`src/assert_macros.svh`:
```
// Assertion macros used by the top-level RTL file of the SOF scanner.
`ifndef ASSERT_MACROS_SVH
`define ASSERT_MACROS_SVH

// Same-cycle implication, checked outside reset.
`define JSDS_ASSERT_IMP(label, ante, cons) \
  label: assert property (@(posedge clk) disable iff (!rst_n) (ante) |-> (cons)) \
    else $error("assertion failed: same-cycle implication");

// Next-cycle implication, checked outside reset.
`define JSDS_ASSERT_NXT(label, ante, cons) \
  label: assert property (@(posedge clk) disable iff (!rst_n) (ante) |=> (cons)) \
    else $error("assertion failed: next-cycle implication");

`endif

```
`src/jsds_pkg.sv`:
```
// Package for the JPEG SOF scanner: codes, bundles and marker decode.
`default_nettype none
package jsds_pkg;

  // Parse phases
  localparam logic [2:0] PH_START0 = 3'd0;
  localparam logic [2:0] PH_START1 = 3'd1;
  localparam logic [2:0] PH_START2 = 3'd2;
  localparam logic [2:0] PH_HUNT   = 3'd3;
  localparam logic [2:0] PH_MARK   = 3'd4;
  localparam logic [2:0] PH_LEN_HI = 3'd5;
  localparam logic [2:0] PH_LEN_LO = 3'd6;
  localparam logic [2:0] PH_BODY   = 3'd7;

  // Result status codes
  localparam logic [2:0] ST_FOUND     = 3'd0;
  localparam logic [2:0] ST_BAD_START = 3'd1;
  localparam logic [2:0] ST_EOI       = 3'd2;
  localparam logic [2:0] ST_BAD_LEN   = 3'd3;
  localparam logic [2:0] ST_ENDED     = 3'd4;
  localparam logic [2:0] ST_ABORTED   = 3'd5;

  // Marker bytes
  localparam logic [7:0] BYTE_FF  = 8'hFF;
  localparam logic [7:0] BYTE_00  = 8'h00;
  localparam logic [7:0] MRK_SOI  = 8'hD8;
  localparam logic [7:0] MRK_EOI  = 8'hD9;
  localparam logic [7:0] MRK_RST0 = 8'hD0;

  // Segment offsets of the first body byte and the dimension bytes, and length minimums
  localparam logic [15:0] OFF_FIRST   = 16'd2;
  localparam logic [15:0] OFF_HEIGHT1 = 16'd3;
  localparam logic [15:0] OFF_HEIGHT0 = 16'd4;
  localparam logic [15:0] OFF_WIDTH1  = 16'd5;
  localparam logic [15:0] OFF_WIDTH0  = 16'd6;
  localparam logic [15:0] LEN_MIN     = 16'd2;
  localparam logic [15:0] LEN_SOF_MIN = 16'd8;

  // One parsed byte
  typedef struct packed {
    logic [7:0] data_byte;
    logic       last_byte;
    logic       abort;
  } step_t;

  // Result from the parser
  typedef struct packed {
    logic        valid;
    logic [15:0] width;
    logic [15:0] height;
    logic [2:0]  status;
  } res_t;

  // SOF0-3, 5-7, 9-11, 13-15
  function automatic logic is_frame_marker(input logic [7:0] m);
    return (m[7:4] == 4'hC) && (m[1:0] != 2'b00 || m[3:2] == 2'b00);
  endfunction

endpackage
`default_nettype wire

```
`src/jpeg_sof_dimension_scanner.sv`:
```
// A result item is registered as the byte that causes it leaves the input register.
// Throughput: one byte per cycle; the input register and result register decouple
// the channels, and only a stalled result with a full input register blocks input.
// Reset (synchronous, rst_n low): parser back to expecting FF D8, both stages empty.
// Top level of the JPEG SOF scanner: input register, parser, result register.
`default_nettype none
`include "assert_macros.svh"
module jpeg_sof_dimension_scanner (
  input  wire logic        clk,
  input  wire logic        rst_n,
  input  wire logic        in_valid,
  output logic             in_ready,
  input  wire logic [7:0]  in_data_byte,
  input  wire logic        in_last_byte,
  input  wire logic        in_abort,
  output logic             out_valid,
  input  wire logic        out_ready,
  output logic [15:0]      out_width,
  output logic [15:0]      out_height,
  output logic [2:0]       out_status
);

  logic            s1_valid_r, s1_valid_nxt;
  jsds_pkg::step_t s1_step_r;
  logic            out_valid_r, out_valid_nxt;
  jsds_pkg::res_t  out_res_r;
  jsds_pkg::res_t  res;
  logic            out_free;
  logic            step_en;
  logic            in_fire;

  // Handshake
  assign out_free     = !out_valid_r || out_ready;
  assign step_en      = s1_valid_r && out_free;
  assign in_ready     = !s1_valid_r || out_free;
  assign in_fire      = in_valid && in_ready;
  assign s1_valid_nxt = in_fire || (s1_valid_r && !out_free);
  assign out_valid_nxt = step_en ? res.valid : (out_valid_r && !out_ready);

  // Input register
  always_ff @(posedge clk) begin
    if (!rst_n) begin
      s1_valid_r <= 1'b0;
    end else begin
      s1_valid_r <= s1_valid_nxt;
    end
  end

  always_ff @(posedge clk) begin
    if (in_fire) begin
      s1_step_r.data_byte <= in_data_byte;
      s1_step_r.last_byte <= in_last_byte;
      s1_step_r.abort     <= in_abort;
    end
  end

  jsds_parse u_parse (
    .clk     (clk),
    .rst_n   (rst_n),
    .step_en (step_en),
    .step    (s1_step_r),
    .res     (res)
  );

  // Result register
  always_ff @(posedge clk) begin
    if (!rst_n) begin
      out_valid_r <= 1'b0;
    end else begin
      out_valid_r <= out_valid_nxt;
    end
  end

  always_ff @(posedge clk) begin
    if (step_en && res.valid) begin
      out_res_r <= res;
    end
  end

  assign out_valid  = out_valid_r;
  assign out_width  = out_res_r.width;
  assign out_height = out_res_r.height;
  assign out_status = out_res_r.status;

  // Checks
  `JSDS_ASSERT_IMP(a_zero_dims, out_valid_r && out_status != jsds_pkg::ST_FOUND, out_width == 16'd0 && out_height == 16'd0)
  `JSDS_ASSERT_IMP(a_found_dims, out_valid_r && out_status == jsds_pkg::ST_FOUND, out_width != 16'd0 && out_height != 16'd0)
  `JSDS_ASSERT_IMP(a_block_cause, !in_ready, s1_valid_r && out_valid_r && !out_ready)
  `JSDS_ASSERT_NXT(a_stall_keeps, s1_valid_r && out_valid_r && !out_ready, s1_valid_r)

endmodule
`default_nettype wire

```
`src/jsds_parse.sv`:
```
// Parser state and per-byte update for the JPEG SOF scanner.
`default_nettype none
module jsds_parse (
  input  wire logic           clk,
  input  wire logic           rst_n,
  input  wire logic           step_en,
  input  wire jsds_pkg::step_t step,
  output jsds_pkg::res_t      res
);

  logic [2:0]  phase_r, phase_nxt;
  logic [15:0] len_r, len_nxt;
  logic [15:0] off_r, off_nxt;
  logic        frame_r, frame_nxt;
  logic [15:0] cap_h_r, cap_h_nxt;
  logic [15:0] cap_w_r, cap_w_nxt;
  logic        given_r, given_nxt;

  // Update the parser for one item
  always_comb begin
    logic        st_v;
    logic [2:0]  st;
    logic [15:0] len_lo;
    logic [15:0] off_inc;
    logic [7:0]  b;
    phase_nxt = phase_r;
    len_nxt   = len_r;
    off_nxt   = off_r;
    frame_nxt = frame_r;
    cap_h_nxt = cap_h_r;
    cap_w_nxt = cap_w_r;
    given_nxt = given_r;
    st_v      = 1'b0;
    st        = jsds_pkg::ST_ENDED;
    b         = step.data_byte;
    len_lo    = {len_r[15:8], b};
    off_inc   = off_r + 16'd1;
    res       = '0;

    if (step_en) begin
      if (given_r) begin
        // drop bytes until the last one, then rearm
        if (step.last_byte) begin
          given_nxt = 1'b0;
          phase_nxt = jsds_pkg::PH_START0;
          len_nxt   = '0;
          off_nxt   = '0;
          frame_nxt = 1'b0;
          cap_h_nxt = '0;
          cap_w_nxt = '0;
        end
      end else begin
        if (step.abort) begin
          st_v = 1'b1;
          st   = jsds_pkg::ST_ABORTED;
        end else begin
          unique case (phase_r)
            jsds_pkg::PH_START0: begin
              if (b != jsds_pkg::BYTE_FF || step.last_byte) begin
                st_v = 1'b1;
                st   = jsds_pkg::ST_BAD_START;
              end else begin
                phase_nxt = jsds_pkg::PH_START1;
              end
            end
            jsds_pkg::PH_START1: begin
              if (b != jsds_pkg::MRK_SOI || step.last_byte) begin
                st_v = 1'b1;
                st   = jsds_pkg::ST_BAD_START;
              end else begin
                phase_nxt = jsds_pkg::PH_START2;
              end
            end
            jsds_pkg::PH_START2: begin
              if (step.last_byte) begin
                st_v = 1'b1;
                st   = jsds_pkg::ST_BAD_START;
              end else begin
                phase_nxt = (b == jsds_pkg::BYTE_FF) ? jsds_pkg::PH_MARK : jsds_pkg::PH_HUNT;
              end
            end
            jsds_pkg::PH_MARK: begin
              if (b == jsds_pkg::BYTE_FF) begin
                // fill byte: hold
              end else if (b == jsds_pkg::BYTE_00 ||
                           (b >= jsds_pkg::MRK_RST0 && b <= jsds_pkg::MRK_SOI)) begin
                phase_nxt = jsds_pkg::PH_HUNT;
              end else if (b == jsds_pkg::MRK_EOI) begin
                st_v = 1'b1;
                st   = jsds_pkg::ST_EOI;
              end else begin
                frame_nxt = jsds_pkg::is_frame_marker(b);
                cap_h_nxt = '0;
                cap_w_nxt = '0;
                phase_nxt = jsds_pkg::PH_LEN_HI;
              end
            end
            jsds_pkg::PH_LEN_HI: begin
              len_nxt   = {b, 8'h00};
              phase_nxt = jsds_pkg::PH_LEN_LO;
            end
            jsds_pkg::PH_LEN_LO: begin
              len_nxt = len_lo;
              if (len_lo < jsds_pkg::LEN_MIN) begin
                st_v = 1'b1;
                st   = jsds_pkg::ST_BAD_LEN;
              end else begin
                off_nxt = jsds_pkg::OFF_FIRST;
                // an empty segment can never be a valid frame header
                phase_nxt = (len_lo == jsds_pkg::LEN_MIN) ? jsds_pkg::PH_HUNT
                                                           : jsds_pkg::PH_BODY;
              end
            end
            jsds_pkg::PH_BODY: begin
              case (off_r)
                jsds_pkg::OFF_HEIGHT1: cap_h_nxt = {b, cap_h_r[7:0]};
                jsds_pkg::OFF_HEIGHT0: cap_h_nxt = {cap_h_r[15:8], b};
                jsds_pkg::OFF_WIDTH1:  cap_w_nxt = {b, cap_w_r[7:0]};
                jsds_pkg::OFF_WIDTH0:  cap_w_nxt = {cap_w_r[15:8], b};
                default: ;
              endcase
              off_nxt = off_inc;
              if (off_inc >= len_r) begin
                if (frame_r && len_r >= jsds_pkg::LEN_SOF_MIN &&
                    cap_w_nxt != 16'd0 && cap_h_nxt != 16'd0) begin
                  st_v = 1'b1;
                  st   = jsds_pkg::ST_FOUND;
                end else begin
                  phase_nxt = jsds_pkg::PH_HUNT;
                end
              end
            end
            default: begin
              // hunt for the next marker prefix
              phase_nxt = (b == jsds_pkg::BYTE_FF) ? jsds_pkg::PH_MARK : jsds_pkg::PH_HUNT;
            end
          endcase
        end

        // end of data before any verdict
        if (!st_v && step.last_byte) begin
          st_v = 1'b1;
          st   = jsds_pkg::ST_ENDED;
        end

        if (st_v) begin
          res.valid  = 1'b1;
          res.status = st;
          res.width  = (st == jsds_pkg::ST_FOUND) ? cap_w_nxt : 16'd0;
          res.height = (st == jsds_pkg::ST_FOUND) ? cap_h_nxt : 16'd0;
          given_nxt  = 1'b1;
          if (step.last_byte) begin
            given_nxt = 1'b0;
            phase_nxt = jsds_pkg::PH_START0;
            len_nxt   = '0;
            off_nxt   = '0;
            frame_nxt = 1'b0;
            cap_h_nxt = '0;
            cap_w_nxt = '0;
          end
        end
      end
    end
  end

  // Hold parser state
  always_ff @(posedge clk) begin
    if (!rst_n) begin
      phase_r <= jsds_pkg::PH_START0;
      len_r   <= '0;
      off_r   <= '0;
      frame_r <= 1'b0;
      cap_h_r <= '0;
      cap_w_r <= '0;
      given_r <= 1'b0;
    end else begin
      phase_r <= phase_nxt;
      len_r   <= len_nxt;
      off_r   <= off_nxt;
      frame_r <= frame_nxt;
      cap_h_r <= cap_h_nxt;
      cap_w_r <= cap_w_nxt;
      given_r <= given_nxt;
    end
  end

endmodule
`default_nettype wire

```
`config.mk`:
```
export PLATFORM = sky130hd
export DESIGN_NAME = jpeg_sof_dimension_scanner
export DESIGN_NICKNAME = d
export VERILOG_FILES = /design/src/jsds_pkg.sv /design/src/jpeg_sof_dimension_scanner.sv /design/src/jsds_parse.sv
export VERILOG_INCLUDE_DIRS = /design/src /design/src/src
export SDC_FILE = /design/constraint.sdc
export NUM_CORES = 1
export LEC_CHECK = 0
export CAP_MARGIN = 5
export CELL_PAD_IN_SITES_DETAIL_PLACEMENT = 1
export CELL_PAD_IN_SITES_GLOBAL_PLACEMENT = 1
export CORE_MARGIN = 2
export CORE_UTILIZATION = 30
export CTS_BUF_LIST = sky130_fd_sc_hd__clkbuf_4
export CTS_CLUSTER_SIZE = 10
export DETAILED_ROUTE_END_ITERATION = 7
export DONT_BUFFER_PORTS = 1
export GPL_TIMING_DRIVEN = 0
export PLACE_DENSITY_LB_ADDON = 0.08
export SKIP_CTS_REPAIR_TIMING = 1
export SLEW_MARGIN = 20
export SYNTH_ARGS = -nofsm -noshare
export SYNTH_HDL_FRONTEND = slang
export SYNTH_HIERARCHICAL = 1
export SYNTH_SLANG_ARGS = --single-unit
```
`constraint.sdc`:
```
create_clock -name clk -period 5 [get_ports clk]
set_clock_uncertainty 0.05 [all_clocks]
set_input_delay 1 -clock clk [delete_from_list [all_inputs] [get_ports clk]]
set_output_delay 1 -clock clk [all_outputs]
set_load 0.005 [all_outputs]
```
==> impl_metrics.py <==
metrics = {
    "timing": {
        "clock.fmax_mhz": 217,
        "worst_pin_slew_ps": 1030,
        "fin_ws_ps": 391,
        "slew-limit-headroom": 0.314,
        "grt_setup_unrepaired": "no",
        "drv_slew": 0,
        "report.final.hold_viol_count": 0,
        "setup_tns_ps": 0,
        "period_minus_slack_ps": 4610,
        "timing.final.crit_share": 0.922,
        "hold_ws_ps": 446,
        "setup_viol": 0,
    },
    "power_and_ir_drop": {
        "p_per_area_nw_per_um2": 271,
        "leakagePower_nw": 2.26,
        "ir_drop_v": 0.000131,
        "finalPower_mw": 1.88,
    },
    "worst_setup_path": {
        "startpoint_type": "register",
        "critPathMaxFanout": 30,
        "arrival_ps": 4840,
        "end_kind": "register",
        "critical_path_class": "reg2reg",
        "critPathRequiredTime_ps": 5230,
    },
    "global_route": {
        "groute.usage.overall": 0.191,
        "grt_max_degree": 31,
        "grt_overflow": 0,
        "grt_pass1_vias": 5488,
        "antenna_found_initial": 1,
        "grt_pass1_wl_um": 32000,
    },
    "logic_synthesis": {
        "synth.distinct_cells": 67,
        "synth-async-reset-ratio": 0,
        "synth-compound-area-share": 0.211,
        "yosysWarnings": 6,
        "synth_edf_count": 45,
        "yosysTopAreaCell": "dfxtp_1",
        "yosys.area.top_type_share": 0.229,
        "synthTopCellsByCount": "dfxtp_1 (71), nand2_1 (69), a21oi_1 (62)",
        "synth_top_family_by_area": "simple AND/OR/NAND/NOR gates",
        "netlist_area_um2": 6210,
        "synthMuxAreaShare": 0,
        "syn_avg_cell_area_um2": 8.92,
        "synthTopCellsByArea": "dfxtp_1 (23%), edfxtp_1 (22%), a22oi_1 (6.3%), a21oi_1 (5.0%), o21ai_0 (4.2%)",
        "syn-num-nets": 730,
        "synth_most_common_cell": "dfxtp_1",
        "ys_seq_elements": 116,
        "ys_seq_area_frac": 0.447,
        "synth_xor_area_frac": 0.0212,
        "yosys.area_share.adder": 0.0403,
        "ys.flop_type": "dfxtp_1",
        "yosys.area_share.simple": 0.232,
        "syn_inst": 696,
    },
    "clocking": {
        "cts_made_buffers": 17,
        "insertion_delay_ps": 560,
        "cts_tree": "yes",
        "clock-sinks": 116,
        "h-tree-depth": 4,
        "cts_buffer_depth": 2,
        "path_clk_slew_ps": 130,
        "cts_root_buf": "clkbuf_4",
    },
    "route": {
        "m1WireLength_um": 9590,
        "maxUsedRoutingLayer": "met4",
        "avgRoutedWirePerCell_um": 20.4,
        "wl_met3_um": 813,
        "drtAntennaViolNets": 0,
        "first_pass_iters": 5,
        "wl_met2_um": 9620,
        "viasPerCell": 5.48,
        "drt-total-wl_um": 20500,
        "drt_iter0_drc": 373,
        "vias": 5506,
        "drc": 0,
    },
    "floorplanning": {
        "initial_utilization": 0.306,
        "die_area_um2": 21900,
        "core.rowCount": 52,
        "die_width_um": 148,
        "core_area_um2": 20300,
        "die_h_um": 148,
        "io_pins": 51,
    },
    "flow_run": {
        "maxCapViolCount": 0,
    },
    "final_layout": {
        "drive_gt1_frac": 0.134,
        "syn2layout_area_growth_pct": 11.9,
        "nNetsFinal": 754,
        "fin_area_um2": 6950,
    },
    "placement": {
        "place_hpwl_um": 14800,
        "dpl_cell_area_um2": 6580,
        "dpl_worst_slack_ps": 78.2,
        "place_congestion": 0.849,
        "io_buffers": 0,
    },
    "status": {
        "outcome": "finished clean",
    },
    "worst_hold_path": {
        "holdCritPathClass": "reg2reg",
    },
}
[placed cells by master, fill, tap and decap left out, types with 8 or more instances in the layout]
cell type	Yosys	routed
a21oi_1	62	62
a22oi_1	52	52
and3_1	8	8
clkbuf_1	28	28
clkbuf_4	0	17
dfxtp_1	71	70
edfxtp_1	45	45
ha_1	20	20
inv_1	25	25
nand2_1	69	69
nand3_1	17	17
nand4_1	8	8
nor2_1	60	59
nor2_2	29	29
nor3_1	15	15
nor4_1	14	13
o21ai_0	52	52
xor2_1	9	9
[worst paths after layout]
check,start,slack [ps],cells after the start,end
setup reg to reg,u_parse/off_r[1],390,17,out_height[10]
hold reg to reg,u_parse/frame_r,450,2,u_parse/frame_r
hold / removal,u_parse/frame_r,450,2,u_parse/frame_r
setup / recovery,u_parse/off_r[1],390,17,out_height[10]
[per-stage QoR]
stage | utilization | std cells
2_1_floorplan | - | 696
3_3_place_gp | 0.323 | 966
3_5_place_dp | 0.324 | 967
4_1_cts | 0.340 | 999
5_1_grt | 0.342 | 1005
6_report | 0.342 | 1005
[kinds of logic (layout without fill, tap and decap cells)]
family / count (synthesis) / count (layout)
compound gates: 210 / 210
fa+ha+maj: 20 / 20
simple gates: 269 / 269
other cells: 0 / 2
flops: 116 / 116
buf+inv: 66 / 103
xor+xnor: 15 / 15
[power breakdown]
| part | switching (mW) | internal, mW | total (mW) |
|---|---|---|---|
| Clock | 0.435 | 0.361 | 0.796 |
| Combinational | 0.0734 | 0.0175 | 0.0909 |
| Sequential | 0.00744 | 0.985 | 0.992 |
[flip-flops by register name, summed over array words and instances, names as in the netlist]
signal           flops
u_parse/frame_r      1
u_parse/len_r       16
out_valid            1
u_parse/cap_h_r     16
u_parse/cap_w_r     16
out_status           3
out_width           16
u_parse/phase_r      3
u_parse/given_r      1
s1_valid_r           1
s1_step_r           10
u_parse/off_r       16
out_height          16
[routing by layer]
layer,global-route usage,vias to the layer above
met5,0,-
met1,0.254,2719
met3,0.0395,33
li1,-,2606
met4,0.0643,0
met2,0.311,148
[worst max-delay path, cell delays in order (launching register included)]
cell	delay, ps
dfxtp_1	440
ha_1	310
nand3_1	250
nor3_4	310
and3_1	180
clkbuf_1	210
nand3_1	140
xnor2_1	210
ha_1	300
and4_1	210
nand4_1	100
o211ai_1	260
nor2b_2	350
a31oi_1	170
a21oi_1	180
nand2_1	120
nor2_4	270
buf_12	230
[cell type report]
cell class	count	area, µm²
Tap cell	270	338
Clock buffer	17	128
Sequential cell	116	2770
Antenna cell	2	5.00
Multi-Input combinational cell	514	3160
Fill cell	2418	13400
Clock inverter	15	194
Timing Repair Buffer	5	50.0
Buffer	41	205
Inverter	25	93.8
Power figures use the tool's default switching activity.
